==> config.mk <==
export PLATFORM = sky130hd
export DESIGN_NAME = button_edge_latch_register_block
export DESIGN_NICKNAME = d
export VERILOG_FILES = /design/src/btn_edge_pkg.sv /design/src/button_edge_latch_register_block.sv
export SDC_FILE = /design/constraint.sdc
export NUM_CORES = 1
export LEC_CHECK = 0
export BUFFER_PORTS_ARGS = -buffer_cell sky130_fd_sc_hd__buf_4
export CORE_ASPECT_RATIO = 2
export CORE_MARGIN = 3
export CORE_UTILIZATION = 47
export CTS_BUF_LIST = sky130_fd_sc_hd__clkbuf_4 sky130_fd_sc_hd__clkbuf_8
export CTS_CLUSTER_DIAMETER = 60
export DETAILED_ROUTE_END_ITERATION = 7
export PLACE_DENSITY_LB_ADDON = 0.1
export SYNTH_ARGS = -nofsm -noshare
export SYNTH_HDL_FRONTEND = slang
export SYNTH_SLANG_ARGS = --single-unit
==> constraint.sdc <==
create_clock -name clk -period 8.17 [get_ports clk]
set_input_delay 0.817 -clock clk [delete_from_list [all_inputs] [get_ports clk]]
set_output_delay 0.817 -clock clk [all_outputs]
set_load 0.005 [all_outputs]
==> src/btn_edge_pkg.sv <==
// shared constants and operation codes for the button edge latch register block
package btn_edge_pkg;

  localparam int WORD_W = 16;
  localparam int DEFAULT_BUTTON_COUNT = 16;
  localparam int OP_W = 2;
  localparam int COUNT_W = 3;

  // stream widths, fields packed from bit 0 up and padded to whole bytes
  localparam int IN_FIELDS_W = 3 * WORD_W + COUNT_W;
  localparam int IN_DATA_W = ((IN_FIELDS_W + 7) / 8) * 8;
  localparam int OUT_FIELDS_W = 7 * WORD_W + 2;
  localparam int OUT_DATA_W = ((OUT_FIELDS_W + 7) / 8) * 8;

  // write lengths in bytes
  localparam logic [COUNT_W-1:0] LAMP_BYTES = 3'd2;
  localparam logic [COUNT_W-1:0] FULL_BYTES = 3'd4;

  typedef enum logic [OP_W-1:0] {
    OP_SCAN  = 2'd0,
    OP_READ  = 2'd1,
    OP_WRITE = 2'd2,
    OP_ACK   = 2'd3
  } op_t;

endpackage

==> src/button_edge_latch_register_block.sv <==
// top level of the button edge latch register block
//
// register block of a button and lamp panel slave, worked at 16-bit word level. every input
// item is one operation selected by s_tuser: a scan sample (a changed sample updates the
// button levels, ors rising and falling edges into sticky latches and raises the interrupt),
// a master read (reports levels and latched edges, then clears latches and interrupt), a
// master write (two or more bytes take the lamp word, four also the active word; a change
// saves the old words and sets the update flag) or an acknowledge that clears the update
// flag. each item gives exactly one result item carrying the full register view after the
// operation, except that a read reports the edge latches as they were before clearing.
// throughput is one item per clock while m_tready stays high; an item is held in the input
// register, the register update and result are formed on the way to the output register, which
// presents the result. the output register lets a new item be taken while
// a result waits; the input side stalls only when both registers hold items and m_tready
// is low. there is no clearing pass after reset. sample bits at or above BUTTON_COUNT are
// ignored and those buttons always read as zero.
module button_edge_latch_register_block
  import btn_edge_pkg::*;
#(
  parameter int BUTTON_COUNT = DEFAULT_BUTTON_COUNT
) (
  input  logic                  clk,
  input  logic                  rst,
  // input item
  input  logic                  s_tvalid,
  output logic                  s_tready,
  // button_sample, lamp_word_in, active_word_in, byte_count, zero pad
  input  logic [IN_DATA_W-1:0]  s_tdata,
  // operation
  input  logic [OP_W-1:0]       s_tuser,
  // result item
  output logic                  m_tvalid,
  input  logic                  m_tready,
  // state_out, pressed_out, released_out, lamp_word_out, active_word_out,
  // old_lamp_word, old_active_word, lamp_update, irq_pending, zero pad
  output logic [OUT_DATA_W-1:0] m_tdata
);

  // input register
  logic                    in_valid;
  logic [OP_W-1:0]         in_op;
  logic [BUTTON_COUNT-1:0] in_sample;
  logic [WORD_W-1:0]       in_lamp;
  logic [WORD_W-1:0]       in_active;
  logic [COUNT_W-1:0]      in_count;

  // register block state, button registers only as wide as the button count
  logic [BUTTON_COUNT-1:0] stable_buttons, stable_buttons_next;
  logic [BUTTON_COUNT-1:0] rise_latch, rise_latch_next;
  logic [BUTTON_COUNT-1:0] fall_latch, fall_latch_next;
  logic [WORD_W-1:0]       lamp_word, lamp_word_next;
  logic [WORD_W-1:0]       active_word, active_word_next;
  logic [WORD_W-1:0]       prior_lamp, prior_lamp_next;
  logic [WORD_W-1:0]       prior_active, prior_active_next;
  logic                    update_flag, update_flag_next;
  logic                    irq_flag, irq_flag_next;

  logic [BUTTON_COUNT-1:0] rep_rise, rep_fall;
  logic [WORD_W-1:0]       write_active;
  logic [OUT_DATA_W-1:0]   result;
  logic                    advance;

  // the output register can take the item in the input register
  assign advance  = !m_tvalid || m_tready;
  assign s_tready = !in_valid || advance;

  always_ff @(posedge clk) begin
    if (rst) begin
      in_valid <= 1'b0;
    end else if (s_tready) begin
      in_valid <= s_tvalid;
    end
  end

  // payload needs no reset
  always_ff @(posedge clk) begin
    if (s_tready && s_tvalid) begin
      in_op     <= s_tuser;
      in_sample <= s_tdata[BUTTON_COUNT-1:0];
      in_lamp   <= s_tdata[2*WORD_W-1:WORD_W];
      in_active <= s_tdata[3*WORD_W-1:2*WORD_W];
      in_count  <= s_tdata[3*WORD_W+COUNT_W-1:3*WORD_W];
    end
  end

  // two- and three-byte writes keep the active word
  assign write_active = (in_count >= FULL_BYTES) ? in_active : active_word;

  always_comb begin
    stable_buttons_next = stable_buttons;
    rise_latch_next     = rise_latch;
    fall_latch_next     = fall_latch;
    lamp_word_next      = lamp_word;
    active_word_next    = active_word;
    prior_lamp_next     = prior_lamp;
    prior_active_next   = prior_active;
    update_flag_next    = update_flag;
    irq_flag_next       = irq_flag;
    rep_rise            = rise_latch;
    rep_fall            = fall_latch;
    case (op_t'(in_op))
      OP_SCAN: begin
        if (in_sample != stable_buttons) begin
          rise_latch_next     = rise_latch | (in_sample & ~stable_buttons);
          fall_latch_next     = fall_latch | (~in_sample & stable_buttons);
          stable_buttons_next = in_sample;
          irq_flag_next       = 1'b1;
        end
        // a scan reports the latches after the edge update
        rep_rise = rise_latch_next;
        rep_fall = fall_latch_next;
      end
      OP_READ: begin
        rise_latch_next = '0;
        fall_latch_next = '0;
        irq_flag_next   = 1'b0;
      end
      OP_WRITE: begin
        // short writes change nothing, unchanged words change nothing
        if (in_count >= LAMP_BYTES &&
            (in_lamp != lamp_word || write_active != active_word)) begin
          prior_lamp_next   = lamp_word;
          prior_active_next = active_word;
          lamp_word_next    = in_lamp;
          active_word_next  = write_active;
          update_flag_next  = 1'b1;
        end
      end
      OP_ACK: begin
        update_flag_next = 1'b0;
      end
      default: begin
      end
    endcase
  end

  always_comb begin
    result = '0;
    result[WORD_W-1:0]          = WORD_W'(stable_buttons_next);
    result[2*WORD_W-1:WORD_W]   = WORD_W'(rep_rise);
    result[3*WORD_W-1:2*WORD_W] = WORD_W'(rep_fall);
    result[4*WORD_W-1:3*WORD_W] = lamp_word_next;
    result[5*WORD_W-1:4*WORD_W] = active_word_next;
    result[6*WORD_W-1:5*WORD_W] = prior_lamp_next;
    result[7*WORD_W-1:6*WORD_W] = prior_active_next;
    result[7*WORD_W]            = update_flag_next;
    result[7*WORD_W+1]          = irq_flag_next;
  end

  // state moves when the item leaves the input register
  always_ff @(posedge clk) begin
    if (rst) begin
      stable_buttons <= '0;
      rise_latch     <= '0;
      fall_latch     <= '0;
      lamp_word      <= '0;
      active_word    <= '0;
      prior_lamp     <= '0;
      prior_active   <= '0;
      update_flag    <= 1'b0;
      irq_flag       <= 1'b0;
    end else if (in_valid && advance) begin
      stable_buttons <= stable_buttons_next;
      rise_latch     <= rise_latch_next;
      fall_latch     <= fall_latch_next;
      lamp_word      <= lamp_word_next;
      active_word    <= active_word_next;
      prior_lamp     <= prior_lamp_next;
      prior_active   <= prior_active_next;
      update_flag    <= update_flag_next;
      irq_flag       <= irq_flag_next;
    end
  end

  // result register
  always_ff @(posedge clk) begin
    if (rst) begin
      m_tvalid <= 1'b0;
    end else if (advance) begin
      m_tvalid <= in_valid;
    end
  end

  always_ff @(posedge clk) begin
    if (in_valid && advance) begin
      m_tdata <= result;
    end
  end

endmodule

# After elaboration in Yosys (flattened, before gate mapping)
# Index checks and enable logic that the tools add are counted.
# classes
mux	21
n_lt_le_gt_ge	2
bitwise_logic	6
n_eq_ne	6
reduce_logical	11
# ops
op	count
16-bit 2-to-1 mux	15
16-bit case mux with 2 select lines	2
16-bit inequality test	3
16-bit AND	2
16-bit inverter	2
16-bit bitwise OR	2
2-bit == test (second input constant)	2
1-bit case mux with 2 select lines	2
3-bit by 2-bit >= comparator with 1-bit output (second input constant)	1
3-bit >= comparator (second input constant)	1
1-bit logical AND	3
1-bit logical OR	3
2-bit by 1-bit == test with 1-bit output (second input constant)	1
1-bit logical NOT	2
2-bit logical NOT	1
1-bit 2-to-1 mux	2
2-bit AND reduction	1
2-bit nonzero test	1
# totals
register_bits	283
in_bits	62
elab_cells	63
output_inout_bits	122

# Logic depth before layout (Yosys ltp)
# depth
ltp_word	7
mapped_depth	8
depth_no_buf	8

# Worst setup path after synthesis
# Ideal clock, no wire load.
# synth_timing
path_kind	input port to flip-flop
startpoint	in m_tready
endpoint	reg irq_flag
arrival_time_ns	3.839
path_stages	6
path_slack_ns	4.203
cell_sequence	nor2b_1 > nand2b_1 > clkbuf_1 > inv_1 > mux2i_1 > nor2_1
# synth_between
elab_chain_len	2
# synth_rtl
element	line	rtl
from (decl)	button_edge_latch_register_block.sv:33	input logic m_tready,
1-bit logical OR	button_edge_latch_register_block.sv:64	assign advance = !m_tvalid || m_tready;
1-bit logical AND	button_edge_latch_register_block.sv:162	end else if (in_valid && advance) begin
to (signal assigned)	button_edge_latch_register_block.sv:171	irq_flag <= irq_flag_next;
to (decl)	button_edge_latch_register_block.sv:56	logic irq_flag, irq_flag_next;
# Every way passes these cells.
# A chain may end at the register's enable or synchronous reset.

# Worst setup path after layout
# layout_timing
startpoint	reg in_active[11]
endpoint	reg m_tdata[102] (data pin)
# layout_between
elab_chain_len	6
# layout_rtl
element	line	rtl
from (decl)	button_edge_latch_register_block.sv:44	logic [WORD_W-1:0] in_active;
from (signal assigned)	button_edge_latch_register_block.sv:81	in_active <= s_tdata[3*WORD_W-1:2*WORD_W];
16-bit 2-to-1 mux	button_edge_latch_register_block.sv:87	assign write_active = (in_count >= FULL_BYTES) ? in_active : active_word;
16-bit inequality test	button_edge_latch_register_block.sv:121	(in_lamp != lamp_word || write_active != active_word)) begin
1-bit logical OR	button_edge_latch_register_block.sv:121	
1-bit logical AND	button_edge_latch_register_block.sv:120	if (in_count >= LAMP_BYTES &&
16-bit 2-to-1 mux	button_edge_latch_register_block.sv:120	
16-bit 2-to-1 mux	button_edge_latch_register_block.sv:101	case (op_t'(in_op))
via prior_active_next[6]	button_edge_latch_register_block.sv:54	logic [WORD_W-1:0] prior_active, prior_active_next;
to (signal assigned)	button_edge_latch_register_block.sv:186	m_tdata <= result;
to (decl)	button_edge_latch_register_block.sv:36	output logic [OUT_DATA_W-1:0] m_tdata
# The timed path passes the listed nets, and every way through them passes these cells.

==> summary.md <==
| Metric | Value |
|---|---|
| Status | complete, no violations |
| Max Clk Rate | approximately 330 MHz |
| Routability cong. | roughly 0.74 |
| Number of synthesized flops with an enable pin | approximately 170 |
| Wire per inst | 17.6 um |
| Largest net degree at the start of global routing | ~120 |
| Vias in the first global route | slightly above 7000 |
| Worst setup EP type | flip-flop |
| Post-CTS sizing | 0 |
| Total power | between 0.002 and 0.003 W |
| Leak | around 6 nW |
| # Max-Cap Violations | 0 |
| Total core area | roughly 0.024 mm^2 |
| HP Class | in2reg |
| Final Hold Vio Count | 0 |
| Critical path required time | approximately 8.5 ns |
| Worst-path clk slew | ~0.060 ns |
| Yosys warns | 0 |
| Clock Skew | 0.0251 ns |
| GRT Util Overall | ~18% |
| Pwr/cell area | ~210 mW/mm^2 |
| CP max stage cell | a21oi_4 |
| Worst vdd ir | 147 uV |
| Std cell rows | 80 |
| Avg Inst Size Synth | 13.4 um^2 |
| Top_reg_cell synth | edfxtp_1 |
| Final worst slack | ~5 ns |
| Antenna violations before repair | 0 |
| Total global routing overflow | 0 |
| Synth-to-layout area growth | 20.9% |
| WP data arrival | between 3 and 4 ns |
| Worst-margin pin slew | between 1 and 1.5 ns |
| Seq/Total Area, Yosys | between 60% and 70% |
| H-tree level count | 2 |
| Count leader, synth | edfxtp_1 |
| Largest stage delay on the critical path | around 0.71 ns |
| Post-synthesis cell area | 0.0116 mm^2 |
| Io pins | about 180 |
| Final setup vio count | 0 |
| Clk sinks | approximately 280 |
| Vias per inst | between 5 and 6 |
| DR vias | 6864 |
| Longest Clk Path Bufs | 3 |
| CTS Buf Count | 42 |
| Post-CTS Repair Setup Buffers | 0 |
| Routed Antenna Nets | 0 |
| Yosys top cell area share | a little over two fifths |
| Nets@finish | around 1100 |
| Synth top cells by count | edfxtp_1, dfxtp_1, nand2b_1, mux2i_1, nor2_1 |
| Die Span Y | 228 um |
| Buffer and inverter count on the worst path | 1 |
| Synth unique cells | 38 |
| Worst path cell trace | xor2_1 -> nor4_1 -> nand4_1 -> o21ai_4 -> a21oi_4 -> buf_4 -> mux2_2 |
| Fin. max-slew vios | 0 |
| Max-slew headroom | 24.3% |
| Synth Register Bits | about 280 |
| Async S/R FF share, synth | 0% |
| Residual DRC | 0 |
| First-pass GRT wire length | around 37 mm |
| Crit-path max FO | 25 |
| Gate Count Post-Synth | 860 |
| Share of cells above drive strength 1 | 30.6% |
| Placement Setup Slack | 4.54 ns |
| Die Wd | between 100 and 150 um |
| Hold Buf Count CTS | 0 |
| Post-route clock period utilization | about 38% |
| Period minus WS final | 3.07 ns |
| I/O Buffers | between 150 and 200 |
| Initial cell density of the core | 48.1% |
| DR pass1 iterations | 5 |
| CTS tree | built |
| Post-synth top area cell | edfxtp_1 |
| Post-DP HPWL | ~15 mm |
| Die area | 0.0266 mm^2 |
| Crit path kind | reg2reg |
| Launching element type of the critical path | flip-flop |
| Inserted Diodes | 0 |
| Setup TNS | 0 ns |
| WL final | roughly 24 mm |
| Starting DRT DRC Count | between 300 and 400 |
| Synth area leaders | edfxtp_1, dfxtp_1, mux2i_1, mux2_2, nand2b_1 |
| Clock latency at the later pin of the worst-skew pair | 0.55 ns |
| CP top delay family | compound AO/OA/AOI/OAI gates |
| RSZ-0062 raised after global routing | false |
| Root Buffer | clkbuf_8 |
-- registers in the layout (all words and copies together), names as in the netlist --
register / cells
rise_latch: 16
lamp_word: 16
in_sample: 16
fall_latch: 16
in_active: 16
update_flag: 1
active_word: 16
in_valid: 1
in_count: 2
prior_active: 16
m_tvalid: 1
in_lamp: 16
m_tdata: 114
stable_buttons: 16
irq_flag: 1
prior_lamp: 16
in_op: 2
-- cell families after synthesis --
| logic type | Yosys count | share of synthesized area [%] |
|---|---|---|
| buf+inv | 81 | 3.19 |
| flops | 282 | 63.2 |
| simple gates | 195 | 9.17 |
| mux | 145 | 13.5 |
| other cells | 1 | 0.0324 |
| compound gates | 94 | 5.11 |
| xor+xnor | 30 | 2.27 |
| fa+ha+maj | 32 | 3.46 |
-- metrics by stage --
step / util (%) / instance area [um^2] / hold WS [ns] / instances
6_report: 58.2 / 14000 / 0.447 / 1362
5_1_grt: 58.2 / 14000 / 0.416 / 1362
4_1_cts: 58.2 / 14000 / 0.393 / 1362
3_5_place_dp: 54.5 / 13100 / 0.457 / 1284
3_3_place_gp: 54.5 / 13100 / 0.449 / 1284
2_1_floorplan: - / 11600 / 0.439 / 865
-- cell type report --
class	count	area, um^2
Fill cell	2041	10000
Tap cell	287	359
Sequential cell	282	7310
Timing Repair Buffer	178	1340
Multi-Input combinational cell	502	3960
Clock inverter	9	38.8
Inverter	35	134
Clock buffer	69	850
-- placed cells by master, fill, tap and decap left out, types with 5 or more instances in the layout --
master and instances:
a21o_1 33, a21oi_1 34, buf_4 178, clkbuf_4 16, clkbuf_8 53, clkinv_1 5
conb_1 6, dfxtp_1 116, edfxtp_1 166, ha_1 32, inv_1 34, mux2_2 55
mux2_4 9, mux2i_1 81, nand2_1 19, nand2b_1 98, nand4_1 8, nor2_1 56
o21ai_0 18, xnor2_1 10, xor2_1 20
-- path summary, 6_finish.rpt --
| kind | startpoint | endpoint | slack, ns | depth (start not counted) |
|---|---|---|---|---|
| max | in_active[11] | m_tdata[102] | 5.10 | 7 |
| min | s_tdata[22] | in_lamp[6] | 0.45 | 1 |
| max reg2reg | in_active[11] | m_tdata[102] | 5.10 | 7 |
| min reg2reg | fall_latch[9] | fall_latch[9] | 0.47 | 2 |
-- routing by layer --
layer | track usage [%] | wire, um | up-vias
li1 | - | - | 3375
met1 | 20.3 | 9380 | 3304
met2 | 33.3 | 13100 | 147
met3 | 3.18 | 976 | 38
met4 | 5.38 | 519 | 0
met5 | 0 | 0 | -
-- report_power, final --
group          total (W)  switching, W  internal (W)  leakage [nW]
clock            0.00119      0.000532      0.000657         0.478
sequential       0.00159     0.0000298       0.00156          2.54
combinational   0.000190     0.0000970     0.0000934          2.89
Note: power is estimated with default switching activity, not from simulation.
